**config.mk**
```make
export PLATFORM = sky130hd
export DESIGN_NAME = lkt_front_flat
export DESIGN_NICKNAME = d
export VERILOG_FILES = /design/src/hw/rtl/lkt_pkg.sv /design/src/hw/rtl/lkt_in_if.sv /design/src/hw/rtl/lkt_front.sv /design/src/flat_wrapper.sv
export SDC_FILE = /design/constraint.sdc
export NUM_CORES = 1
export LEC_CHECK = 0
export BUFFER_PORTS_ARGS = -buffer_cell sky130_fd_sc_hd__buf_2
export CAP_MARGIN = 20
export CORE_UTILIZATION = 35
export DETAILED_ROUTE_END_ITERATION = 8
export GPL_TIMING_DRIVEN = 0
export PLACE_DENSITY = 0.67
export SLEW_MARGIN = 20
export SYNTH_ARGS = -nofsm -noshare
export SYNTH_HDL_FRONTEND = slang
export SYNTH_SLANG_ARGS = --single-unit
```
**constraint.sdc**
```tcl
create_clock -name clk -period 3.8 [get_ports clk]
set_clock_uncertainty 0.1 [all_clocks]
set_input_delay 0.76 -clock clk [delete_from_list [all_inputs] [get_ports clk]]
set_output_delay 0.76 -clock clk [all_outputs]
set_load 0.005 [all_outputs]
```
**src/hw/rtl/lkt_pkg.sv**
```systemverilog
// Shared types and constants for the loop key time block.
`default_nettype none
package lkt_pkg;

	localparam int TIME_BITS = 32;

	typedef enum logic [2:0] {
		MODE_CLAMP    = 3'd0,
		MODE_INFINITE = 3'd1,
		MODE_REPEAT   = 3'd2,
		MODE_PINGPONG = 3'd3
	} lkt_mode_t;

	typedef enum logic [1:0] {
		ST_CONTINUE = 2'd0,
		ST_END      = 2'd1,
		ST_ERROR    = 2'd2
	} lkt_status_t;

	// Work word that travels down the divider chain.
	typedef struct packed {
		logic [2:0]           mode;
		logic                 gt;
		logic                 len_zero;
		logic [TIME_BITS-1:0] t;
		logic [TIME_BITS-1:0] len;
		logic [TIME_BITS-1:0] dvd;
		logic [TIME_BITS-1:0] rem;
		logic                 qlsb;
	} lkt_work_t;

endpackage
`default_nettype wire

```
**src/hw/rtl/lkt_in_if.sv**
```systemverilog
// Request channel: loop mode, elapsed time and loop length.
`default_nettype none
interface lkt_in_if import lkt_pkg::*; ();
	logic                 valid;
	logic                 ready;
	logic [2:0]           loop_mode;
	logic [TIME_BITS-1:0] elapsed_time;
	logic [TIME_BITS-1:0] loop_length;

	modport source (output valid, output loop_mode, output elapsed_time,
		output loop_length, input ready);
	modport sink (input valid, input loop_mode, input elapsed_time,
		input loop_length, output ready);
endinterface
`default_nettype wire

```
**src/hw/rtl/lkt_front.sv**
```systemverilog
// Entry stage: registers the request and precomputes compare flags.
`default_nettype none
module lkt_front import lkt_pkg::*; (
	input  wire logic  clk,
	input  wire logic  arst_n,
	lkt_in_if.sink     req,
	output lkt_work_t  dn_data,
	output logic       dn_valid,
	input  wire logic  dn_ready
);

	lkt_work_t work_s1;
	logic      valid_s1;
	logic      adv;

	assign adv       = !valid_s1 || dn_ready;
	assign req.ready = adv;

	always_ff @(posedge clk or negedge arst_n) begin
		if (!arst_n) begin
			valid_s1 <= 1'b0;
		end else if (adv) begin
			valid_s1 <= req.valid;
		end
	end

	always_ff @(posedge clk) begin
		if (adv && req.valid) begin
			work_s1.mode     <= req.loop_mode;
			work_s1.gt       <= req.elapsed_time > req.loop_length;
			work_s1.len_zero <= req.loop_length == '0;
			work_s1.t        <= req.elapsed_time;
			work_s1.len      <= req.loop_length;
			work_s1.dvd      <= req.elapsed_time;
			work_s1.rem      <= '0;
			work_s1.qlsb     <= 1'b0;
		end
	end

	assign dn_data  = work_s1;
	assign dn_valid = valid_s1;

endmodule
`default_nettype wire

```
**src/flat_wrapper.sv**
```systemverilog
// flat-port wrapper written by rule: the top's interface ports become plain ports
module lkt_front_flat import lkt_pkg::*;
  (clk, arst_n, dn_data, dn_valid, dn_ready, req_valid, req_loop_mode, req_elapsed_time, req_loop_length, req_ready);
  lkt_in_if req_i ();
  input  wire logic clk;
  input  wire logic arst_n;
  output lkt_work_t dn_data;
  output logic dn_valid;
  input  wire logic dn_ready;
  input wire logic [$bits(req_i.valid)-1:0] req_valid;
  input wire logic [$bits(req_i.loop_mode)-1:0] req_loop_mode;
  input wire logic [$bits(req_i.elapsed_time)-1:0] req_elapsed_time;
  input wire logic [$bits(req_i.loop_length)-1:0] req_loop_length;
  output wire logic [$bits(req_i.ready)-1:0] req_ready;
  assign req_i.valid = req_valid;
  assign req_i.loop_mode = req_loop_mode;
  assign req_i.elapsed_time = req_elapsed_time;
  assign req_i.loop_length = req_loop_length;
  assign req_ready = req_i.ready;
  lkt_front u_core (.clk(clk), .arst_n(arst_n), .req(req_i), .dn_data(dn_data), .dn_valid(dn_valid), .dn_ready(dn_ready));
endmodule
```
Word-level counts from Yosys, hierarchy flattened
Cells that the tools add are included.
W data, S select, Z words.
- order comparisons: 1
- reductions and logical operators: 4
- operators with widths (kind ; number):
    $gt A32 B32 Y1 ; 1
    $logic_not A32 Y1 ; 1
    $logic_and A1 B1 Y1 ; 1
    $logic_not A1 Y1 ; 1
    $logic_or A1 B1 Y1 ; 1
- register bits: 70
- bits of input ports: 71
- output and inout port bits: 136
- word-level logic and storage cells: 11

Depth between registers and ports, before layout
- depth after elaboration: 3
- gate-level depth with buffers: 7

Worst setup path after synthesis
OpenSTA, ideal clock, no wires.
- kind: input to register
- from: input dn_ready
- to: register u_core.work_s1 (netlist bit u_core.dn_data[100]) (enable)
- library setup time: 0.435 ns
- data arrival time: 2.545 ns
- required time: 3.265 ns
- slack: 0.720 ns
- cell stages on the path: 2
- cell sequence: nand2b_1 > and2_1
- longest elaborated chain between the ends: 2
- RTL lines (element ; RTL line ; RTL):
    from (decl) ; flat_wrapper.sv:9 ; input wire logic dn_ready;
    $logic_or A1 B1 Y1 ; lkt_front.sv:16 ; assign adv = !valid_s1 || dn_ready;
    $logic_and A1 B1 Y1 ; lkt_front.sv:28 ; if (adv && req.valid) begin
    to (decl) ; lkt_front.sv:12 ; lkt_work_t work_s1;
No other way between the ends.
A chain may end at the register's enable or synchronous reset.

Worst setup path in the final report
- from: input req_loop_length[17]
- to: register u_core.work_s1 (netlist bit u_core.dn_data[130]), data pin
- longest elaborated chain between the ends: 1
- RTL lines (element ; RTL line ; RTL):
    from (decl) ; flat_wrapper.sv:13 ; input wire logic [$bits(req_i.loop_length)-1:0] req_loop_length;
    $gt A32 B32 Y1 ; lkt_front.sv:30 ; work_s1.gt <= req.elapsed_time > req.loop_length;
No other way between the ends.

==> results list <==
* Outcome: finished, final reports clean
- Of the total power, the share spent switching nets is 0.244.
* H-tree depth reported by CTS: 3
- The share of total power dissipated in combinational logic is 0.162.
* Clock buffers created by TritonCTS: 9
- Net count, final: 582
* Dpl hpwl: approximately 6200 um
- Setup violations remaining at the end of the flow were counted as 0.
- The number of antenna violations at the first check in global routing was 0.
- The biggest area contributor in the post-synthesis netlist is sky130_fd_sc_hd__edfxtp_1.
- For this block, the routed nets add up to 7580 um of wire.
- For this design, the sink count on the clock tree is 70.
* Number of port buffers: 173
- Fin Setup TNS: 0 ps
- In this design, the largest share of critical-path delay is due to compound AO/OA/AOI/OAI gates.
- Row count: 36
* Clock group share of total power: 0.296
- Met2 WL post-DR: 3650 um
- Once detail routing completed, the nets flagged for antenna violations numbered 0.
* Total of cells resized after clock tree synthesis: 0
- Crit path cell chain: buf_2, inv_1, ha_1, a21oi_1, o21ai_1, a221o_1, a2111oi_2, a21oi_1
* Fraction of the yosys area taken by sequential cells: 0.603
* Finished Layout Cells: 617
* CTS tree: yes
* Horiz. Die Dim: 102 um
* Sequential cell area in the final layout: 0.00210 mm2
* Placer Congestion: roughly 0.7
- Data on the critical path is required at its endpoint by 3780 ps.
- The worst setup path is of the in -> reg kind.
- DRT met1 WL: 3140 um
* First-pass GRT wire length: 10800 um
- Final cycle utilization of the critical path: 0.650
- GR Util All Layers: 0.142
- Data on the critical path arrives at its endpoint at 2450 ps.
- The later pin in the worst-skew pair is clocked with a latency of 340 ps.
- Power density over the cells: 350 mW/mm2
- For this run, the number of Yosys warnings is 0.
* Detail-routed net length per standard cell: 12.3 um
- Highest cell delay on the worst timing path: 420 ps
* Unrepaired setup endpoints after global routing: false
* Cts hold-fix bufs: 0
- Fraction of final layout cells sized beyond drive strength 1: 0.525
* CP Launch Type: input port
- The count of endpoints failing hold in the final timing report came to 0.
- Based on the critical path, the design can be clocked at up to 405 MHz.
- After the first detailed-routing iteration, the DRC count stood at 42.
- Post-CTS clock slew at the launch and capture registers of the worst setup and hold paths: 70 ps
* Gate Count Post-Synth: between 200 and 300
* Detailed-route via count: 2542
- STA classifies the critical path endpoint as a flop.
* Floorplan die area: 0.0103 mm2
- Maximum fanout along the worst path: 3
* Hold WC Path Type: in -> async
- The tool flagged a number of max-cap violations equal to 0.
- The library cells used most frequently in the layout, excluding fill and tap cells, are 173 x sky130_fd_sc_hd__buf_2, 69 x sky130_fd_sc_hd__edfxtp_1, 65 x sky130_fd_sc_hd__buf_4.
* Routed length on met3: between 600 and 700 um
- Initial Util: 0.359
- 207 I/O pins were placed.
* Mean post-synth cell area: 13.3 um2
* Netlist area before placement: 0.00348 mm2
* Vias in the first global route: around 2.3k
- The layout has 884 filler cells.
* Sequential power share: 0.542
- By instance count, the cell type seen most on the critical path is sky130_fd_sc_hd__a21oi_1.
* # diodes: 0
- Sw Pwr: approximately 0.00041 W
* Area growth from synthesis to layout: 38.3%
* Synthesis-stage register bit count: 70
* Synth unique cells: 25
* Most frequent standard cell in the layout excluding fill and tap cells: sky130_fd_sc_hd__buf_2
- Y dimension of the die: just over 100 um
- For this run, the detailed router's first-pass iteration total came to 4.
* Avg Vias per Cell: between 4 and 5
* Cell count after placement: 601
* Maximum number of pins on one net before global-route repair: 44
* Synth area leaders: sky130_fd_sc_hd__edfxtp_1 60%, sky130_fd_sc_hd__buf_4 14%, sky130_fd_sc_hd__ha_1 12%
* Residual overflow from global routing: 0
* Max rail drop VDD: 0.000124 V
- Count of final max-slew check failures: 0
* Remaining DRCs: 0
- Root buf cell: sky130_fd_sc_hd__clkbuf_8
- Top layer used by detailed routing: met4
- Cell internal pwr: 0.00127 W
* Standby leakage power: 2.40 nW
- Number of buffers between clock root and the deepest sink: 2
- Total area of multi-input combinational cells: 897 um2
- Buffers added to address setup during post-CTS repair amount to 0.
* Cell with the largest stage delay on the worst path: sky130_fd_sc_hd__a2111oi_2
- The clock period could shrink to 2470 ps.
- The share of synthesized area in the top cell type comes to 0.595.
* Core Area: 0.00968 mm2
* Number of buffers and inverters on the critical path: 2
==> registers in the layout (all words and copies together) (netlist names) <==
register	count
u_core.dn_data	69
u_core.dn_valid	1
==> final timing paths <==
check	start	to	slack [ps]	cells past startpoint
setup / recovery	req_loop_length[17]	u_core.dn_data[130]$_DFFE_PP_	1330	8
hold / removal	arst_n	u_core.dn_valid$_DFFE_PN0N_	80	1
setup reg to reg	u_core.dn_valid$_DFFE_PN0N_	u_core.dn_data[76]$_DFFE_PP_	2180	3
hold reg to reg	u_core.dn_valid$_DFFE_PN0N_	u_core.dn_valid$_DFFE_PN0N_	450	2
max in group asynchronous	arst_n	u_core.dn_valid$_DFFE_PN0N_	3440	1
min in group clk	u_core.dn_valid$_DFFE_PN0N_	u_core.dn_valid$_DFFE_PN0N_	450	2
==> synth_stat cells, drive strengths merged <==
cell / count
edfxtp: 69
buf: 65
ha: 32
inv: 32
a21oi: 13
nor4: 9
nand4: 7
nand2: 6
nand3: 5
nor2: 4
a21boi: 2
a21o: 2
a221o: 2
and4: 2
nand2b: 2
o21ai: 2
a2111oi: 1
and2: 1
conb: 1
dfrtp: 1
nor2b: 1
nor4bb: 1
o211ai: 1
o31ai: 1
==> cell families (layout without fill, tap and decap cells) <==
group,after synthesis,after routing,synth area share
buf+inv,97,287,0.175
flops,70,70,0.603
simple gates,38,38,0.0618
fa+ha+maj,32,32,0.115
compound gates,24,24,0.0446
other cells,1,33,0.00108
==> power by group through the flow <==
stage          combinational (W)  clock [W]  sequential, W
4_1_cts                 0.000276   0.000515       0.000914
5_1_grt                 0.000307   0.000548       0.000918
2_1_floorplan           0.000133          0       0.000939
3_3_place_gp            0.000265          0       0.000933
3_5_place_dp            0.000274          0       0.000931
6_report                0.000273   0.000499       0.000913
==> per-stage QoR <==
step                      utilization  worst slack (ps)  total power (W)  instance area, um2  hold slack, ps
after global placement          0.478              89.8          0.00120                4630             396
after floorplan                     -               720          0.00107                3600             364
after global routing            0.497              1220          0.00177                4810            61.3
after CTS                       0.497              1300          0.00171                4810            56.1
final                           0.497              1330          0.00169                4810            80.4
after detailed placement        0.481               950          0.00121                4650             430
==> layer usage <==
layer / GRT usage / vias up
met5: 0 / -
met4: 0.0680 / 0
met3: 0.0414 / 12
met2: 0.235 / 129
met1: 0.170 / 1122
li1: - / 1279
==> area by class of cell <==
type                    count  area share
flip-flops and latches     70       0.436
repair buffers            174       0.184
multi-input cells         127       0.186
well taps                 133      0.0346
inverters                  32      0.0250
clock inverters             5     0.00546
clock buffers              11      0.0273
plain buffers              65       0.101
No activity file was read; power rests on OpenSTA's default activity.
