### src/hw/rtl/lkt_pkg.sv
// Shared types and constants for the loop key time block.
`default_nettype none
package lkt_pkg;

	localparam int TIME_BITS = 32;

	typedef enum logic [2:0] {
		MODE_CLAMP    = 3'd0,
		MODE_INFINITE = 3'd1,
		MODE_REPEAT   = 3'd2,
		MODE_PINGPONG = 3'd3
	} lkt_mode_t;

	typedef enum logic [1:0] {
		ST_CONTINUE = 2'd0,
		ST_END      = 2'd1,
		ST_ERROR    = 2'd2
	} lkt_status_t;

	// Work word that travels down the divider chain.
	typedef struct packed {
		logic [2:0]           mode;
		logic                 gt;
		logic                 len_zero;
		logic [TIME_BITS-1:0] t;
		logic [TIME_BITS-1:0] len;
		logic [TIME_BITS-1:0] dvd;
		logic [TIME_BITS-1:0] rem;
		logic                 qlsb;
	} lkt_work_t;

endpackage
`default_nettype wire

### src/hw/rtl/lkt_div_step.sv
// One restoring division step: develops one quotient bit per stage.
`default_nettype none
module lkt_div_step import lkt_pkg::*; (
	input  wire logic       clk,
	input  wire logic       arst_n,
	input  wire lkt_work_t  up_data,
	input  wire logic       up_valid,
	output logic            up_ready,
	output lkt_work_t       dn_data,
	output logic            dn_valid,
	input  wire logic       dn_ready
);

	lkt_work_t            work_q;
	logic                 valid_q;
	logic                 adv;
	logic [TIME_BITS:0]   trial;
	logic [TIME_BITS:0]   diff;
	logic                 fits;
	lkt_work_t            nxt;

	assign adv      = !valid_q || dn_ready;
	assign up_ready = adv;

	// Shift in the next dividend bit, subtract the divisor where it fits.
	always_comb begin
		trial = {up_data.rem, up_data.dvd[TIME_BITS-1]};
		diff  = trial - {1'b0, up_data.len};
		fits  = trial >= {1'b0, up_data.len};
		nxt      = up_data;
		nxt.dvd  = {up_data.dvd[TIME_BITS-2:0], 1'b0};
		nxt.rem  = fits ? diff[TIME_BITS-1:0] : trial[TIME_BITS-1:0];
		nxt.qlsb = fits;
	end

	always_ff @(posedge clk or negedge arst_n) begin
		if (!arst_n) begin
			valid_q <= 1'b0;
		end else if (adv) begin
			valid_q <= up_valid;
		end
	end

	always_ff @(posedge clk) begin
		if (adv && up_valid) begin
			work_q <= nxt;
		end
	end

	assign dn_data  = work_q;
	assign dn_valid = valid_q;

endmodule
`default_nettype wire

### config.mk
export PLATFORM = sky130hd
export DESIGN_NAME = lkt_div_step
export DESIGN_NICKNAME = d
export VERILOG_FILES = /design/src/hw/rtl/lkt_pkg.sv /design/src/hw/rtl/lkt_div_step.sv
export SDC_FILE = /design/constraint.sdc
export NUM_CORES = 1
export LEC_CHECK = 0
export ABC_CLOCK_PERIOD_IN_PS = 7120
export BUFFER_PORTS_ARGS = -buffer_cell sky130_fd_sc_hd__buf_2
export CAP_MARGIN = 40
export CORE_MARGIN = 2
export CORE_UTILIZATION = 51
export DETAILED_ROUTE_END_ITERATION = 7
export PLACE_DENSITY = 0.82
export SLEW_MARGIN = 20
export SYNTH_ARGS = -nofsm -noshare
export SYNTH_HDL_FRONTEND = slang
export SYNTH_SLANG_ARGS = --single-unit
### constraint.sdc
create_clock -name clk -period 7.12 [get_ports clk]
set_input_delay 2.136 -clock clk [delete_from_list [all_inputs] [get_ports clk]]
set_output_delay 2.136 -clock clk [all_outputs]
set_load 0.02 [all_outputs]
=== After elaboration in Yosys (flattened, before gate mapping) ===
Cells that the tools add are included.
W data, S select, Z words.

* Multiplexer cells: 1
* Magnitude comparators: 1
* Reduce and logical (&&, ||, !) cells: 3
* $add $sub $neg: 1

{| class="wikitable"
|+ Operators by type and width
! operator !! number
|-
| $ge A33 B32 Y1 || 1
|-
| $mux W32 || 1
|-
| $sub A32 B32 Y32 || 1
|-
| $logic_and A1 B1 Y1 || 1
|-
| $logic_not A1 Y1 || 1
|-
| $logic_or A1 B1 Y1 || 1
|}

* Word-level logic and storage cells: 15
* Output and inout bits: 136
* Bits in registers: 134
* Input port bits: 138

=== Longest topological paths before layout ===
Gate-level depths: netlist of run 1.

* Depth in word-level cells: 3
* Mapped depth: 13
* Gate-level depth less buffers: 12

=== Least setup slack after synthesis of run 1 ===
No wires, ideal clock.

* Kind: input port to flip-flop
* From: input port dn_ready
* To: register work_q (netlist bit dn_data[0]), enable pin
* Path buffers: 0
* Setup slack: 1.122 ns
* Arrival: 5.491 ns
* Stages on the path: 2
* Library setup time: 0.508 ns
* Data required time: 6.612 ns
* Cells stage by stage: nand2b_1 > and2_1

* Longest elaborated chain between the ends: 2

{| class="wikitable"
|+ Ends and longest elaborated chain
! item !! RTL line !! RTL
|-
| start, declared || lkt_div_step.sv:11 || <nowiki>input wire logic dn_ready</nowiki>
|-
| $logic_or A1 B1 Y1 || lkt_div_step.sv:22 || <nowiki>assign adv = !valid_q || dn_ready;</nowiki>
|-
| $logic_and A1 B1 Y1 || lkt_div_step.sv:45 || <nowiki>if (adv && up_valid) begin</nowiki>
|-
| end signal, assigned || lkt_div_step.sv:46 || <nowiki>work_q <= nxt;</nowiki>
|-
| end, declared || lkt_div_step.sv:14 || <nowiki>lkt_work_t work_q;</nowiki>
|}

Every way passes these cells.
A chain may end at the register's enable or synchronous reset.

==> impl_metrics.ini, run 1 <==
[placed_design]
hpwl_mm = 12.3
gp_congestion = 0.963
port_buffers = 271
place_area_sq_mm = 0.00773

[pwr]
power_density_mw_per_mm2 = 272
ir_drop_mv = 0.132
p_leak_nw = 3.72
p_total_mw = 2.29

[synthesis]
synth_top_area_share_pct = 63.8
yosysUniqueCellTypes = 50
syn_inst = 484
synth_area_sq_mm = 0.00626
synth-main-ff-cell = edfxtp_1
synth_edf_count = 133
avgSynthCellArea_sq_um = 12.9
ys_seq_area_share_pct = 64.2
syn_nets = 655
synthTopCellsByArea = edfxtp_1 (64%), ha_1 (6.4%), a21oi_1 (4.5%)
ys_warn_count = 0
async_reset_ff_share_pct = 0.746
yosysTopAreaCell = edfxtp_1
yosys_register_bits = 134

[detailed_routing]
vias = 4946
ant_nets = 0
wire_per_inst_um = 17.4
routed_wl_mm = 16.0
firstDrtPassIters = 5
drtIter0Drc = 423
via_per_inst = 5.36
route.detailed.drc = 0

[die]
start_util_pct = 52.1
dieWidth_um = 115
core_area_sq_mm = 0.0120
pin_count = 274
fp.dieH_um = 115
num_rows = 40
dieArea_sq_mm = 0.0132

[sta]
setup_violations = 0
slew_headroom_pct = 57.5
whs_ns = 0.613
slew_violations = 0
clock.fmax_ghz = 0.199
post-route-period-util_pct = 70.7
fin_tns_setup_ns = 0
fin_worst_skew_ns = 0.00633
tightest_slew_ns = 0.637
rsz0062_at_grt = false
fin_crit_ns = 5.04
hold_violations = 0

[worst_setup_path]
worst-setup-path-type = in -> reg
path_common_cell = a21oi_1
path_cells = buf_2 -> inv_1 -> ha_1 -> fa_1 -> nand2b_1 -> a21oi_1 -> o21ai_0 -> o311a_1 -> a31oi_1 -> a21oi_1 -> o41ai_1 -> xor2_1 -> mux2_1
path_max_fanout = 4
critPathRequiredTime_ns = 7.28
crit_slowest_cell = fa_1
startpoint_type = input pin
reg2reg_depth = 3
cp-startpoint = up_data[64]
max_stage_delay_ns = 0.42
cp-end-kind = register
critPathArrivalTime_ns = 5.20
reg2reg_from = dn_valid

[layout]
num-fill-cells = 839
finalInstanceArea_sq_mm = 0.00840
nNetsFinal = 931
layout-drive-gt1-share_pct = 40.8
syn2layout_area_growth_pct = 34.2

[cts]
clockBufferDepth = 2
clkSinkCount = 134
cts_resized = 0
postCtsSetupBuffers = 0
cts_buffers = 17
worstSkewPairLatency_ns = 0.41
postCtsHoldBufs = 0
cts_tree = yes
clkTransAtPathRegs_ns = 0.06
h-tree-depth = 4
cts-root-buf = clkbuf_16

[grt]
grt_pass1_vias = 4830
antenna_found_initial = 3
overflow = 0
grt.total_usage_pct = 24.0
grt_pass1_wl_mm = 23.7
grt_start_max_net_pins = 67

[worst_hold_path]
worstHoldStart = dn_valid
hold_path_class = reg -> reg
holdPathStages = 2

[job]
maxCapViolations = 0

[outcome]
status = finished, final reports clean
==> power by group <==
group	total, mW	internal (mW)	leakage [nW]	switching (mW)
clock network	0.931	0.617	0.301	0.313
logic	0.402	0.154	2.14	0.248
registers	0.954	0.941	1.28	0.0132
==> state kept, by name, indices dropped and copies added (netlist names) <==
signal,cells
dn_data,133
dn_valid,1
==> per-stage QoR <==
| stage | setup WS [ns] | std cells | util, % |
|---|---|---|---|
| after floorplan | 1.12 | 484 | - |
| final | 2.08 | 922 | 69.9 |
| after detailed placement | 1.73 | 887 | 64.4 |
| after CTS | 2.13 | 918 | 69.7 |
| after global routing | 1.85 | 922 | 69.9 |
| after global placement | 1.68 | 887 | 64.4 |
==> cell usage in the layout (no fill, tap or decap), types with 3 or more instances in the layout <==
cell	n
xor2_1	12
nand4_1	8
inv_1	38
nor2b_1	3
buf_4	4
a21oi_1	56
o211ai_1	4
bufinv_16	5
mux2_1	4
clkbuf_16	17
o21a_1	6
nor2_1	35
a21o_1	12
o21ai_0	16
xnor2_1	15
edfxtp_1	133
nand3_1	8
diode_2	3
ha_1	32
a31oi_1	5
nand2_1	26
buf_2	271
nor4_1	4
o21bai_1	3
a211oi_1	3
mux2_2	6
nand2b_1	5
==> synthesized netlist by cell type, types with 2 or more instances <==
cell and instances:
xor2_1 12, nor2b_1 3, nor2_1 35, or4_1 2
a31oi_1 5, a211oi_1 3, o21bai_1 3, a21o_1 12
o21ai_0 16, clkbuf_1 6, and2_1 3, mux2_2 6
nand2b_1 5, nand3_1 8, nand2_1 26, a2bb2oi_1 2
nor4_1 4, o22ai_1 2, mux2_1 4, xnor2_1 15
and4_1 2, inv_1 38, buf_2 8, nor3_1 2
o21a_1 6, ha_1 32, nand4_1 8, edfxtp_1 133
a21oi_1 56, o211ai_1 4, buf_4 4
==> path summary, 6_finish.rpt <==
check / slack, ns / endpoint
worst min register to register: 0.61 / dn_valid
worst max register to register: 5.28 / dn_data[7]
worst max-delay path: 2.08 / dn_data[31]
min in group asynchronous: 1.49 / dn_valid
max in group asynchronous: 5.55 / dn_valid
worst min-delay path: 0.61 / dn_valid
==> final cells by class <==
class                   instances  area, sq um  area share (%)
well taps                     147          184            2.19
repair buffers                276         1410            16.8
clock inverters                13          204            2.43
flip-flops and latches        134         4020            47.8
multi-input cells             293         2000            23.8
diodes                          3         7.51          0.0894
clock buffers                  18          429            5.11
inverters                      38          143            1.70
==> worst max-delay path: cells and delay by family <==
kind | cells | cell delay, ns
compound gates | 6 | 1.68
fa+ha+maj | 2 | 0.65
mux | 1 | 0.31
simple gates | 1 | 0.18
buf+inv | 2 | 0.12
xor+xnor | 1 | 0.11
==> cells by family (layout without fill, tap and decap cells) <==
group	Yosys count	after routing	share of synthesized area (%)
buffers and inverters	57	345	3.84
muxes	11	11	1.96
AOI/OAI and AO/OA	119	119	11.7
DFF	134	134	64.2
and+or+nand+nor	102	102	7.74
other	1	4	0.0599
adders and majority gates	33	33	6.72
xor gates and xnor gates	27	27	3.78
==> routing by layer <==
layer  track usage (%)  wire, um
met5                 0         0
met4              11.0       503
met3              8.38      1070
met2              42.8      8580
met1              25.6      5880
Note: power is estimated with default switching activity, not from simulation.
==> inputs of run 2 (changes only) <==
ABC_AREA = 1   (was not set)
ABC_CLOCK_PERIOD_IN_PS = 4250   (was 7120)
CORE_UTILIZATION = 45   (was 51)
PLACE_DENSITY = 0.74   (was 0.82)
clock period = 4.25 ns   (was 7.12 ns; I/O delays follow)
==> impl_metrics.ini, run 2 <==
[cts]
worstSkewPairLatency_ns = 0.43
clkTransAtPathRegs_ns = 0.06
clkSinkCount = 134
cts-root-buf = clkbuf_16
cts_buffers = 17
postCtsHoldBufs = 0
cts_resized = 0
postCtsSetupBuffers = 0
clockBufferDepth = 2
h-tree-depth = 4
cts_tree = yes

[pwr]
seqPwrFrac_pct = 41.5
power_density_mw_per_mm2 = 404
ir_drop_mv = 0.280
p_comb_share_pct = 19.6
clkPwrFrac_pct = 38.9
p_total_mw = 3.83
swShare_pct = 29.3
switching_power_mw = 1.12
p_leak_nw = 4.85
internal-power_mw = 2.71

[worst_setup_path]
cp_num_buf_inv = 1
path_max_fanout = 35
r2r_end = dn_data[80]
crit_slowest_cell = nor2_4
worst-setup-path-type = in -> reg
reg2reg_from = dn_valid
max_stage_delay_ns = 0.43
critPathArrivalTime_ns = 3.24
path_delay_family = simple AND/OR/NAND/NOR gates
reg2reg_depth = 2
cp-end-kind = register
startpoint_type = input pin
critPathRequiredTime_ns = 4.42
worst-r2r-setup-slack_ns = 2.48
cp-startpoint = up_data[23]
path_common_cell = nand2_1
path_cells = buf_2 -> ha_1 -> nand2_1 -> nor2_1 -> nand2_1 -> nor2_2 -> nand2_1 -> nand3_1 -> nor2_4 -> nand2_8 -> nand2_1 -> o21ai_0

[placed_design]
gp_congestion = 0.851
hpwl_mm = 15.5
port_buffers = 271
pre_cts_ws_ns = 0.737

[sta]
clock.fmax_ghz = 0.326
fin_worst_skew_ns = 0.00826
slew_violations = 0
tightest_slew_ns = 0.778
post-route-period-util_pct = 72.2
worst_slack_ns = 1.18
hold_violations = 0
slew_headroom_pct = 48.0
rsz0062_at_grt = false
fin_crit_ns = 3.07
setup_violations = 0
fin_tns_setup_ns = 0

[detailed_routing]
via_per_inst = 4.59
vias = 6016
routed_wl_mm = 19.4
route.detailed.drc = 0
firstDrtPassIters = 4
wire_per_inst_um = 14.8
drtIter0Drc = 245
ant_nets = 0

[layout]
final_common_cell = nand2_1
final_cell_mix = nand2_1 (278), buf_2 (271), inv_1 (151)
largest_reg_flops = 133
multi_input_area_sq_mm = 0.00257
regArea_sq_mm = 0.00402
num-fill-cells = 1450
nNetsFinal = 1248
layout-drive-gt1-share_pct = 31.3
syn2layout_area_growth_pct = 31.0

[outcome]
status = finished, final reports clean

[synthesis]
yosys_register_bits = 134
ys_warn_count = 0
synth_commonest_cells = nand2_1 (278), inv_1 (151), edfxtp_1 (133)
avgSynthCellArea_sq_um = 9.14
syn_inst = 793
ys_seq_area_share_pct = 55.5
synthTopCellsByArea = edfxtp_1 (55%), nand2_1 (14%), inv_1 (7.8%)
synth_area_sq_mm = 0.00724
synth-main-ff-cell = edfxtp_1
synth_top_area_share_pct = 55.1
yosysUniqueCellTypes = 32
yosysTopAreaCell = edfxtp_1
syn_nets = 964
synth_edf_count = 133
async_reset_ff_share_pct = 0.746
yosysMostFrequentCell = nand2_1

[die]
core_area_sq_mm = 0.0158
dieWidth_um = 131
fp.dieH_um = 131
start_util_pct = 45.8
dieArea_sq_mm = 0.0171
pin_count = 274
num_rows = 46

[grt]
grt.total_usage_pct = 22.6
grt_pass1_wl_mm = 28.8
grt_pass1_vias = 5661
use_met2_pct = 40.5
busiest_layer = met2
grt_use_met3_pct = 4.93
met1_usage_pct = 26.5
antenna_found_initial = 4
grt_start_max_net_pins = 49
overflow = 0

[job]
maxCapViolations = 0

[worst_hold_path]
hold_path_class = in -> async
run 2: cell types whose count changed after synthesis, sizes merged, moves of 12 or more:
| cell | change |
|---|---|
| nand3 | +60 |
| a21oi | -34 |
| nand2 | +258 |
| a21o | -12 |
| o21ai | -16 |
| inv | +116 |
| xnor2 | -14 |
run 2: worst max path at each step:
stage | endpoint | slack (ns) | cells past startpoint
final | dn_data[1] | 1.18 | 12
after floorplan | dn_data[0] | 0.24 | 2
after global routing | dn_data[2] | 0.95 | 13
after CTS | dn_data[32] | 1.18 | 13
after global placement | dn_data[32] | 0.34 | 12
after detailed placement | dn_data[28] | 0.74 | 13
run 2: kinds of logic (layout without fill, tap and decap cells):
kind of cell    Yosys count  in the layout  share of synthesized area (%)
fa+ha+maj                33             33                           5.80
compound gates           25             25                           1.76
simple gates            421            421                           26.0
flops                   134            134                           55.5
other cells               1              5                         0.0518
buf+inv                 165            462                           9.21
xor+xnor                 14             14                           1.69
run 2: per-layer routing:
layer  vias up  wire, um
li1       3096         -
met1      2682      7980
met4         0       466
met3        31      1040
met5         -         0
met2       207      9940
run 2: worst reg2reg max path, delay by kind of cell (launching register included):
kind / cells / cell delay, ns
AOI/OAI and AO/OA: 1 / 0.66
DFF: 1 / 0.43
buffers and inverters: 1 / 0.34
run 2: final cells by class:
cell class              count  area share [%]
diodes                      4           0.105
repair buffers            276            15.3
clock inverters            14            1.74
well taps                 216            2.85
clock buffers              18            4.52
inverters                 154            6.09
flip-flops and latches    134            42.3
multi-input cells         494            27.1
run 2: power groups by stage:
| stage | Clock (mW) | Combinational (mW) | Sequential (mW) |
|---|---|---|---|
| 6_report | 1.49 | 0.753 | 1.59 |
| 5_1_grt | 1.56 | 0.843 | 1.60 |
| 4_1_cts | 1.51 | 0.758 | 1.59 |
| 3_5_place_dp | 0 | 0.755 | 1.62 |
| 3_3_place_gp | 0 | 0.742 | 1.62 |
| 2_1_floorplan | 0 | 0.381 | 1.74 |
run 2: through the flow:
step | std cells | util, % | cell area (sq um) | hold WS [ns]
6_report | 1310 | 60.0 | 9490 | 0.607
5_1_grt | 1310 | 60.0 | 9490 | 0.596
4_1_cts | 1306 | 59.9 | 9480 | 0.600
3_5_place_dp | 1274 | 56.2 | 8890 | 0.592
3_3_place_gp | 1273 | 56.0 | 8860 | 0.570
2_1_floorplan | 793 | - | 7260 | 0.809
