### src/hw/rtl/lkt_pkg.sv
// Shared types and constants for the loop key time block.
`default_nettype none
package lkt_pkg;

	localparam int TIME_BITS = 32;

	typedef enum logic [2:0] {
		MODE_CLAMP    = 3'd0,
		MODE_INFINITE = 3'd1,
		MODE_REPEAT   = 3'd2,
		MODE_PINGPONG = 3'd3
	} lkt_mode_t;

	typedef enum logic [1:0] {
		ST_CONTINUE = 2'd0,
		ST_END      = 2'd1,
		ST_ERROR    = 2'd2
	} lkt_status_t;

	// Work word that travels down the divider chain.
	typedef struct packed {
		logic [2:0]           mode;
		logic                 gt;
		logic                 len_zero;
		logic [TIME_BITS-1:0] t;
		logic [TIME_BITS-1:0] len;
		logic [TIME_BITS-1:0] dvd;
		logic [TIME_BITS-1:0] rem;
		logic                 qlsb;
	} lkt_work_t;

endpackage
`default_nettype wire

### src/hw/rtl/lkt_out_if.sv
// Result channel: key time and status.
`default_nettype none
interface lkt_out_if import lkt_pkg::*; ();
	logic                 valid;
	logic                 ready;
	logic [TIME_BITS-1:0] key_time;
	logic [1:0]           status;

	modport source (output valid, output key_time, output status, input ready);
	modport sink (input valid, input key_time, input status, output ready);
endinterface
`default_nettype wire

### src/hw/rtl/lkt_back.sv
// Result stage: picks the key time per mode into the output register.
`default_nettype none
module lkt_back import lkt_pkg::*; (
	input  wire logic       clk,
	input  wire logic       arst_n,
	input  wire lkt_work_t  up_data,
	input  wire logic       up_valid,
	output logic            up_ready,
	lkt_out_if.source       rsp
);

	logic [TIME_BITS-1:0] key_q;
	lkt_status_t          status_q;
	logic                 valid_q;
	logic                 adv;
	logic [TIME_BITS-1:0] key_n;
	lkt_status_t          status_n;
	logic [TIME_BITS-1:0] mirror;

	assign adv      = !valid_q || rsp.ready;
	assign up_ready = adv;
	assign mirror   = up_data.len - up_data.rem;

	always_comb begin
		key_n    = up_data.t;
		status_n = ST_CONTINUE;
		case (lkt_mode_t'(up_data.mode))
			MODE_CLAMP: begin
				if (up_data.gt) begin
					key_n    = up_data.len;
					status_n = ST_END;
				end
			end
			MODE_INFINITE: begin
				key_n = up_data.t;
			end
			MODE_REPEAT: begin
				if (up_data.len_zero) begin
					key_n = '0;
				end else if (up_data.gt) begin
					key_n = up_data.rem;
				end
			end
			MODE_PINGPONG: begin
				// Mirror the remainder on an odd quotient.
				if (up_data.gt) begin
					if (up_data.len_zero) begin
						key_n = '0;
					end else begin
						key_n = up_data.qlsb ? mirror : up_data.rem;
					end
				end
			end
			default: begin
				key_n    = '0;
				status_n = ST_ERROR;
			end
		endcase
	end

	always_ff @(posedge clk or negedge arst_n) begin
		if (!arst_n) begin
			valid_q <= 1'b0;
		end else if (adv) begin
			valid_q <= up_valid;
		end
	end

	always_ff @(posedge clk) begin
		if (adv && up_valid) begin
			key_q    <= key_n;
			status_q <= status_n;
		end
	end

	assign rsp.valid    = valid_q;
	assign rsp.key_time = key_q;
	assign rsp.status   = status_q;

endmodule
`default_nettype wire

### src/flat_wrapper.sv
// flat-port wrapper written by rule: the top's interface ports become plain ports
module lkt_back_flat import lkt_pkg::*;
  (clk, arst_n, up_data, up_valid, up_ready, rsp_valid, rsp_key_time, rsp_status, rsp_ready);
  lkt_out_if rsp_i ();
  input  wire logic clk;
  input  wire logic arst_n;
  input  wire lkt_work_t up_data;
  input  wire logic up_valid;
  output logic up_ready;
  output wire logic [$bits(rsp_i.valid)-1:0] rsp_valid;
  output wire logic [$bits(rsp_i.key_time)-1:0] rsp_key_time;
  output wire logic [$bits(rsp_i.status)-1:0] rsp_status;
  input wire logic [$bits(rsp_i.ready)-1:0] rsp_ready;
  assign rsp_valid = rsp_i.valid;
  assign rsp_key_time = rsp_i.key_time;
  assign rsp_status = rsp_i.status;
  assign rsp_i.ready = rsp_ready;
  lkt_back u_core (.clk(clk), .arst_n(arst_n), .up_data(up_data), .up_valid(up_valid), .up_ready(up_ready), .rsp(rsp_i));
endmodule
### config.mk
export PLATFORM = sky130hd
export DESIGN_NAME = lkt_back_flat
export DESIGN_NICKNAME = d
export VERILOG_FILES = /design/src/hw/rtl/lkt_pkg.sv /design/src/hw/rtl/lkt_out_if.sv /design/src/hw/rtl/lkt_back.sv /design/src/flat_wrapper.sv
export SDC_FILE = /design/constraint.sdc
export NUM_CORES = 1
export LEC_CHECK = 0
export BUFFER_PORTS_ARGS = -buffer_cell sky130_fd_sc_hd__buf_4
export CAP_MARGIN = 20
export CORE_UTILIZATION = 33
export CTS_CLUSTER_SIZE = 24
export DETAILED_ROUTE_END_ITERATION = 10
export MAX_ROUTING_LAYER = met4
export PLACE_DENSITY = 0.6
export SYNTH_ARGS = -nofsm -noshare
export SYNTH_HDL_FRONTEND = slang
export SYNTH_SLANG_ARGS = --single-unit
### constraint.sdc
create_clock -name clk -period 1.65 [get_ports clk]
set_clock_uncertainty 0.15 [all_clocks]
set_input_delay 0.165 -clock clk [delete_from_list [all_inputs] [get_ports clk]]
set_output_delay 0.165 -clock clk [all_outputs]
set_load 0.01 [all_outputs]
== Word-level counts from Yosys, hierarchy flattened ==
Index checks and enable logic that the tools add are counted.
Word-level totals
  bits in registers: 35
  word-level logic and storage cells: 21
  output and inout bits: 36
  bits of input ports: 138
Cells by class
  equal/unequal tests: 3
  add/subtract/negate cells: 1
  muxes and demuxes: 9
  reductions and logical operators: 5
Operator list (number)
  32-bit two-way mux: 6
  32-bit case mux with 4 select lines: 1
  32-bit subtractor: 1
  3-bit by 2-bit equality test with 1-bit output, second input constant: 2
  2-bit case mux with 2 select lines: 1
  3-bit by 1-bit equality test with 1-bit output, second input constant: 1
  3-bit logical NOT: 1
  3-bit OR reduction: 1
  1-bit logical AND: 1
  1-bit logical NOT: 1
  1-bit logical OR: 1
  1-bit two-way mux: 1

== Longest topological paths before layout ==
Gate-level depths: netlist of run 1.
  word-level depth: 5
  gate-level depth with buffers: 12
  mapped depth without buffers: 12

== Worst setup path before layout of run 1 ==
Ideal clock, no wire load.
  kind: input to register
  from: in up_data[65] in the netlist's numbering
  to: reg u_core.key_q[28], in the netlist u_core.rsp.key_time[28], data pin
  data arrival time: 2.272 ns
  buffers on the path: 0
  required time: 1.232 ns
  setup slack: -1.040 ns
  library setup time: 0.268 ns
  stages on the path: 12
  cells stage by stage: inv_1 ha_1 fa_1 and2b_1 o2111ai_1 a211oi_1 o21a_1 o41ai_2 o21a_1 o31ai_2 xnor2_1 o21ai_1
Between the ends
  cells in the longest elaborated chain, start to end: 5
RTL lines
  start: declaration: RTL line flat_wrapper.sv:7  | input wire lkt_work_t up_data;
  32-bit subtractor: RTL line lkt_back.sv:22  | assign mirror = up_data.len - up_data.rem;
  32-bit two-way mux: RTL line lkt_back.sv:50  | key_n = up_data.qlsb ? mirror : up_data.rem;
  32-bit two-way mux: RTL line lkt_back.sv:47  | if (up_data.len_zero) begin
  32-bit two-way mux: RTL line lkt_back.sv:46  | if (up_data.gt) begin
  32-bit case mux with 4 select lines: RTL line lkt_back.sv:27  | case (lkt_mode_t'(up_data.mode))
  net u_core.key_n[28]: RTL line lkt_back.sv:16  | logic [TIME_BITS-1:0] key_n;
  end signal: assignment: RTL line lkt_back.sv:71  | key_q <= key_n;
  end: declaration: RTL line lkt_back.sv:12  | logic [TIME_BITS-1:0] key_q;
The timed path passes the listed nets, and every way through them passes these cells.
A chain may end at the register's enable or synchronous reset.

== Worst setup path in the final report of run 1 ==
Same ends and word-level chain as after synthesis.

==> qor.csv, run 1 <==
stage,metric,value,unit
timing,Final Critical Period,2520,ps
timing,Hold WS,6.85,ps
layout,final-stage net count,845,
global_routing,GRT overflow,0,
pwr,Overall Power,3670,uW
routing,DR vias,4302,
timing,Final setup viols,28,
worst_setup_path,cell repeated most along the worst path,o21a_1,
synth,number of synthesized flops with an enable pin,34,
worst_setup_path,"Arr. time, crit path",2420,ps
global_routing,largest net degree at the start of global routing,35,
clock_tree,CTS max path bufs,2,
worst_setup_path,crit path max fanout,3,
global_routing,vias in the first global route,4316,
synth,most frequent cell after synthesis,o21ai_0,
clock_tree,Worst-path clk slew,80,ps
layout,"Area growth, synth to finish",70.4,%
worst_setup_path,Setup Crit Path Kind,in2reg,
floorplan,Chip Height,107,um
routing,post-route ant nets,0,
floorplan,num ports,174,
clock_tree,TritonCTS Sinks,35,
synth,largest cells by area after synthesis,"edfxtp_1 (28%), ha_1 (11%), a222oi_1 (7.6%), o21ai_0 (5.7%), a21o_1 (4.3%)",
global_routing,initial antenna violation count,0,
timing,Tcrit/Tclk final,153,%
synth,ys flop type,edfxtp_1,
routing,DR WL met3,967,um
pwr,Pwr per Cell Area,588,mW/mm2
worst_setup_path,CP top delay family,compound AO/OA/AOI/OAI gates,
routing,WL/cell,15.9,um
worst_setup_path,CP Capture Type,flip-flop,
timing,"Hold Vio Cnt, Final",0,
clock_tree,"Clk Latency, worst-skew pair",300,ps
layout,diodes inserted,0,
timing,fmax,396,MHz
pwr,"IR drop worst, VDD",291,uV
timing,RSZ-0062 raised after global routing,true,
routing,DRT Pass-1 Iters,5,
global_routing,first-pass GRT wire length,20600,um
worst_setup_path,Critical-path top delay cell,fa_2,
synth,synthesized area per cell,8.87,um2
clock_tree,CTS tree,yes,
timing,Slew @ Worst Pin,428,ps
synth,Synth Warn #,0,
routing,Remaining DRCs,0,
floorplan,Total Die Area,0.0115,mm2
synth,most instantiated cells after synthesis,"o21ai_0 (42), inv_1 (38), edfxtp_1 (34)",
worst_setup_path,CP bufs+invs,2,
layout,multi-input logic area,0.00261,mm2
routing,drt total wl,12900,um
clock_tree,CTS Buf Count,5,
routing,M1 wire length,5470,um
layout,"Design Area, Final",0.00624,mm2
synth,syn nets,583,
min_path,Hold Path Class,in2reg,
placement,"Cell Area, Placed",0.00592,mm2
routing,DR iter-0 viols,308,
timing,worst setup margin,-875,ps
synth,Mapped Area,0.00366,mm2
synth,cell taking the most area after synthesis,edfxtp_1,
outcome,violated checks,negative setup slack,
floorplan,die width,107,um
run,max-cap viol count,0,
placement,Placement Setup Slack,-1260,ps
clock_tree,# H-tree levels,2,
placement,Final HPWL DP,10200,um
synth,"Async S/R FF share, synth",2.86,%
worst_setup_path,crit path launch type,primary input,
synth,Syn Inst Count,413,
routing,top sig layer,met4,
timing,slew margin rel.,71.2,%
routing,metal2 WL,6310,um
routing,vias per cell,5.27,
worst_setup_path,worst path required time,1540,ps
synth,"Seq/Total Area, Yosys",28.5,%
layout,register area,0.00105,mm2
global_routing,gr usage total,23.2,%
worst_setup_path,max incr delay on CP,330,ps
floorplan,row count,38,
pwr,Lkg Pwr,0.00302,uW
synth,share of the synthesized area in the top cell type,27.9,%
outcome,status,"complete, but fails checks",
floorplan,Core Footprint,0.0108,mm2
floorplan,Initial Utilization,33.8,%
placement,IO buf count,141,
synth,Yosys cell types,53,
timing,setup tns final,-15120,ps
clock_tree,Root Buffer Master,clkbuf_8,
placement,routability cong.,0.919,
worst_setup_path,crit-path cells,buf_8 -> inv_12 -> ha_4 -> fa_2 -> and2b_1 -> o2111ai_2 -> a211oi_2 -> o21a_1 -> o41ai_2 -> o21a_1 -> o31ai_2 -> xnor2_1 -> o21ai_1,
layout,FILL cells,1027,
timing,fin. max-slew vios,0,
synth,"FF+latch count, synth",35,
layout,layout cell share with drive strength beyond 1,48.4,%
-- layout make-up --
cell class                 count  share of cell area (%)
sequential                    35                    16.8
multi-input combinational    320                    41.8
clock buffer                   6                    1.32
tap                          140                    2.81
inverter                      38                    2.57
timing repair buffer         275                    34.2
clock inverter                 2                   0.561
-- power breakdown --
group          total (uW)  leakage (uW)  switching, uW  internal (uW)
Sequential           1070      0.000346           19.4           1050
Combinational        1720       0.00262            780            943
Clock                 875     0.0000612            385            490
Total                3670       0.00302           1180           2490
-- state kept, by name, indices dropped and copies added, names as in the netlist --
register and cells:
u_core.rsp.key_time 32, u_core.rsp.valid 1, u_core.rsp.status 2
-- final timing paths --
check / from / endpoint / slack, ps / cells after the start
max: up_data[65] / u_core.rsp.key_time[28] / -870 / 13
min: up_data[97] / u_core.rsp.key_time[0] / 7 / 2
max reg2reg: u_core.rsp.valid / u_core.rsp.key_time[24] / 250 / 3
min reg2reg: u_core.rsp.valid / u_core.rsp.valid / 410 / 2
max in group asynchronous: arst_n / u_core.rsp.valid / 1250 / 2
min in group asynchronous: arst_n / u_core.rsp.valid / 20 / 2
-- repair_timing --
action | 4_1_cts | 5_1_grt
gates cloned | 0 | 0
setup buffers | 3 | 3
setup endpoints to repair | 28 | 30
hold buffers | 4 | 0
pin swaps | 19 | 13
endpoints found under the hold margin | 4 | 0
resized for setup | 22 | 14
-- metrics by stage --
step / cells / utilization [%]
6_report: 816 / 57.6
5_1_grt: 816 / 57.6
4_1_cts: 814 / 56.9
3_5_place_dp: 801 / 54.6
3_3_place_gp: 801 / 54.6
2_1_floorplan: 413 / -
-- layout by cell type (no fill, tap or decap), types with 3 or more instances in the layout --
| cell | instances |
|---|---|
| buf_4 | 263 |
| inv_1 | 36 |
| edfxtp_1 | 34 |
| a222oi_1 | 28 |
| o21ai_0 | 25 |
| ha_1 | 25 |
| a21oi_1 | 24 |
| a21o_1 | 21 |
| o21ai_1 | 17 |
| nand2_1 | 15 |
| mux2i_1 | 14 |
| nor2_1 | 13 |
| xnor2_1 | 13 |
| xor2_1 | 11 |
| a21oi_2 | 7 |
| nand3_1 | 7 |
| o21a_1 | 6 |
| nand4_1 | 6 |
| and3_1 | 6 |
| ha_4 | 6 |
| clkbuf_8 | 6 |
| nor2b_1 | 5 |
| nand2b_1 | 5 |
| o21ai_2 | 4 |
| a22o_1 | 4 |
| dlygate4sd3_1 | 4 |
| buf_6 | 4 |
| o2111ai_2 | 3 |
| a211oi_2 | 3 |
| nor3_1 | 3 |
| a31oi_1 | 3 |
| o21bai_1 | 3 |
| xor2_2 | 3 |
| buf_12 | 3 |
-- kinds of logic after synthesis --
family	count (synthesis)	synth area share (%)
adder cells (fa/ha/maj)	32	11.1
AO/OA/AOI/OAI	165	31.2
multiplexers	14	3.82
buffers and inverters	58	6.79
flip-flops	35	28.5
XOR/XNOR	28	6.69
AND/OR/NAND/NOR	81	11.8
-- routing by layer --
layer / GRT usage, % / up-vias
met3: 3.45 / 17
li1: - / 2126
met4: 6.36 / 0
met2: 39.6 / 194
met5: - / -
met1: 28.6 / 1965
Power figures use the tool's default switching activity.
==> inputs of run 2 (changes only) <==
--- a/config.mk
+++ b/config.mk
@@ -11,7 +11,8 @@
 export CTS_CLUSTER_SIZE = 24
 export DETAILED_ROUTE_END_ITERATION = 10
 export MAX_ROUTING_LAYER = met4
-export PLACE_DENSITY = 0.6
+export PLACE_DENSITY = 0.58
+export SETUP_SLACK_MARGIN = 0.15
 export SYNTH_ARGS = -nofsm -noshare
 export SYNTH_HDL_FRONTEND = slang
 export SYNTH_SLANG_ARGS = --single-unit
==> constraint.sdc (replaced) <==
create_clock -name clk -period 2.7 [get_ports clk]
set_clock_uncertainty 0.15 [all_clocks]
set_input_delay 0.27 -clock clk [delete_from_list [all_inputs] [get_ports clk]]
set_output_delay 0.27 -clock clk [all_outputs]
set_load 0.01 [all_outputs]
==> run 2 against run 1 <==
  * Largest cell class unchanged
  * Register-to-register slack better by 870 ps
  * The run now ends clean
  * Hold slack better by 25 ps
  * Clock-buffer cell count is 2 higher
  * Via count is 6.8% lower
  * Largest power group unchanged
==> qor.csv, run 2 (synthesis gave the netlist of run 1 again) <==
stage,metric,value,unit
worst_setup_path,Critical-path top delay cell,fa_2,
layout,layout cell share with drive strength beyond 1,41.2,%
run,max-cap viol count,0,
clock_tree,# H-tree levels,2,
routing,vias per cell,5.37,
floorplan,row count,38,
floorplan,Chip Height,107,um
routing,post-route ant nets,0,
pwr,Pwr per Cell Area,363,mW/mm2
worst_setup_path,RR Endpoint,u_core.rsp.key_time[6],
worst_setup_path,worst r2r path cells,3,
worst_setup_path,"Arr. time, crit path",2490,ps
global_routing,largest net degree at the start of global routing,35,
routing,Remaining DRCs,0,
timing,Hold WS,31.5,ps
layout,number of flip-flops in the largest register,32,
global_routing,GRT overflow,0,
worst_setup_path,reg-to-reg startpoint,u_core.rsp.valid,
worst_setup_path,crit path launch type,primary input,
clock_tree,TritonCTS Sinks,35,
min_path,Hold Path Sink,u_core.rsp.valid,
routing,DR vias,4008,
placement,IO buf count,141,
min_path,HP Start,up_valid,
routing,WL/cell,16.2,um
routing,DR iter-0 viols,352,
timing,Final Critical Period,2610,ps
worst_setup_path,worst path required time,2580,ps
clock_tree,CTS tree,yes,
worst_setup_path,CP Capture Type,flip-flop,
clock_tree,CTS Buf Count,5,
timing,Slew @ Worst Pin,486,ps
outcome,status,finished clean,
worst_setup_path,Setup Crit Path Kind,in2reg,
global_routing,vias in the first global route,3947,
clock_tree,Root Buffer Master,clkbuf_8,
pwr,Lkg Pwr,0.00268,uW
floorplan,Initial Utilization,33.8,%
worst_setup_path,max incr delay on CP,330,ps
worst_setup_path,R2R Setup Slk,1120,ps
layout,final-stage net count,776,
placement,Placement Setup Slack,-324,ps
timing,RSZ-0062 raised after global routing,true,
floorplan,Total Die Area,0.0115,mm2
placement,Final HPWL DP,9020,um
floorplan,die width,107,um
placement,routability cong.,0.879,
timing,"Hold Vio Cnt, Final",0,
floorplan,Core Footprint,0.0108,mm2
timing,worst setup margin,92.8,ps
timing,slew margin rel.,67.6,%
layout,diodes inserted,0,
min_path,Hold Path Class,in2reg,
timing,fmax,384,MHz
routing,DRT Pass-1 Iters,7,
layout,"commonest non-fill, non-tap cells in the layout","buf_4 (201), o21ai_0 (38), inv_1 (36)",
worst_setup_path,crit-path cells,buf_8 -> inv_12 -> ha_4 -> fa_2 -> and2b_1 -> o2111ai_2 -> a211oi_2 -> o21a_1 -> o41ai_2 -> o21a_2 -> o31ai_4 -> xnor2_1 -> o21ai_1,
clock_tree,"Clk Latency, worst-skew pair",280,ps
global_routing,gr usage total,21.1,%
global_routing,first-pass GRT wire length,18800,um
layout,"Area growth, synth to finish",53.2,%
layout,"most common cell after layout, fill and taps aside",buf_4,
global_routing,initial antenna violation count,0,
timing,fin. max-slew vios,0,
worst_setup_path,crit path max fanout,3,
clock_tree,CTS max path bufs,2,
timing,Final setup viols,0,
min_path,worst hold stages,2,
floorplan,num ports,174,
pwr,"IR drop worst, VDD",199,uV
timing,Tcrit/Tclk final,96.6,%
routing,drt total wl,12100,um
clock_tree,Worst-path clk slew,80,ps
## run 2: final cells by class
class,count,area (um2)
Multi-Input combinational cell,320,2570
Clock buffer,8,100
Tap cell,140,175
Timing Repair Buffer,206,1570
Fill cell,1016,5230
Sequential cell,35,1050
Inverter,38,160
## run 2: layer usage
metal	share of wire, %	track usage, %
met1	42	26.7
met2	50	36.1
met3	6.5	2.12
met4	1.8	5.38
met5	0	-
## run 2: stage by stage
stage | instances | area (um2) | power [uW] | TNS [ps] | utilization (%)
after floorplan | 413 | 3730 | 1130 | 0 | -
after global placement | 733 | 5320 | 1530 | -1980 | 49.0
after detailed placement | 733 | 5320 | 1540 | -2580 | 49.0
after CTS | 744 | 5480 | 2010 | 0 | 50.5
after global routing | 747 | 5620 | 2170 | -34.8 | 51.8
final | 747 | 5620 | 2040 | 0 | 51.8
## run 2: how the worst max path moves through the flow
stage	start	end	slack [ps]	cells after the start
floorplan	up_data[65]	u_core.rsp.key_time[28]	70	12
global placement	up_data[65]	u_core.rsp.key_time[28]	-320	13
detailed placement	up_data[65]	u_core.rsp.key_time[28]	-320	13
CTS	up_data[65]	u_core.rsp.key_time[28]	90	13
global route	up_data[65]	u_core.rsp.key_time[28]	-20	13
finish	up_data[65]	u_core.rsp.key_time[28]	90	13
## run 2: repair_timing
action,4_1_cts,5_1_grt
gates resized for setup,9,23
pin swaps,9,8
hold buffers,1,0
buffers inserted,2,3
endpoints found under the hold margin,1,0
setup endpoints to repair,8,14
## run 2: where the power goes
part / total (uW) / switching, uW / internal [uW]
Sequential: 653 / 9.97 / 643
Clock: 450 / 216 / 234
Combinational: 938 / 445 / 492
Total: 2040 / 671 / 1370
## run 2: critical path, delay by kind of cell
| family | cells | cell delay, ps |
|---|---|---|
| compound gates | 7 | 1210 |
| fa+ha+maj | 2 | 480 |
| simple gates | 1 | 240 |
| xor+xnor | 1 | 140 |
| buf+inv | 2 | 120 |
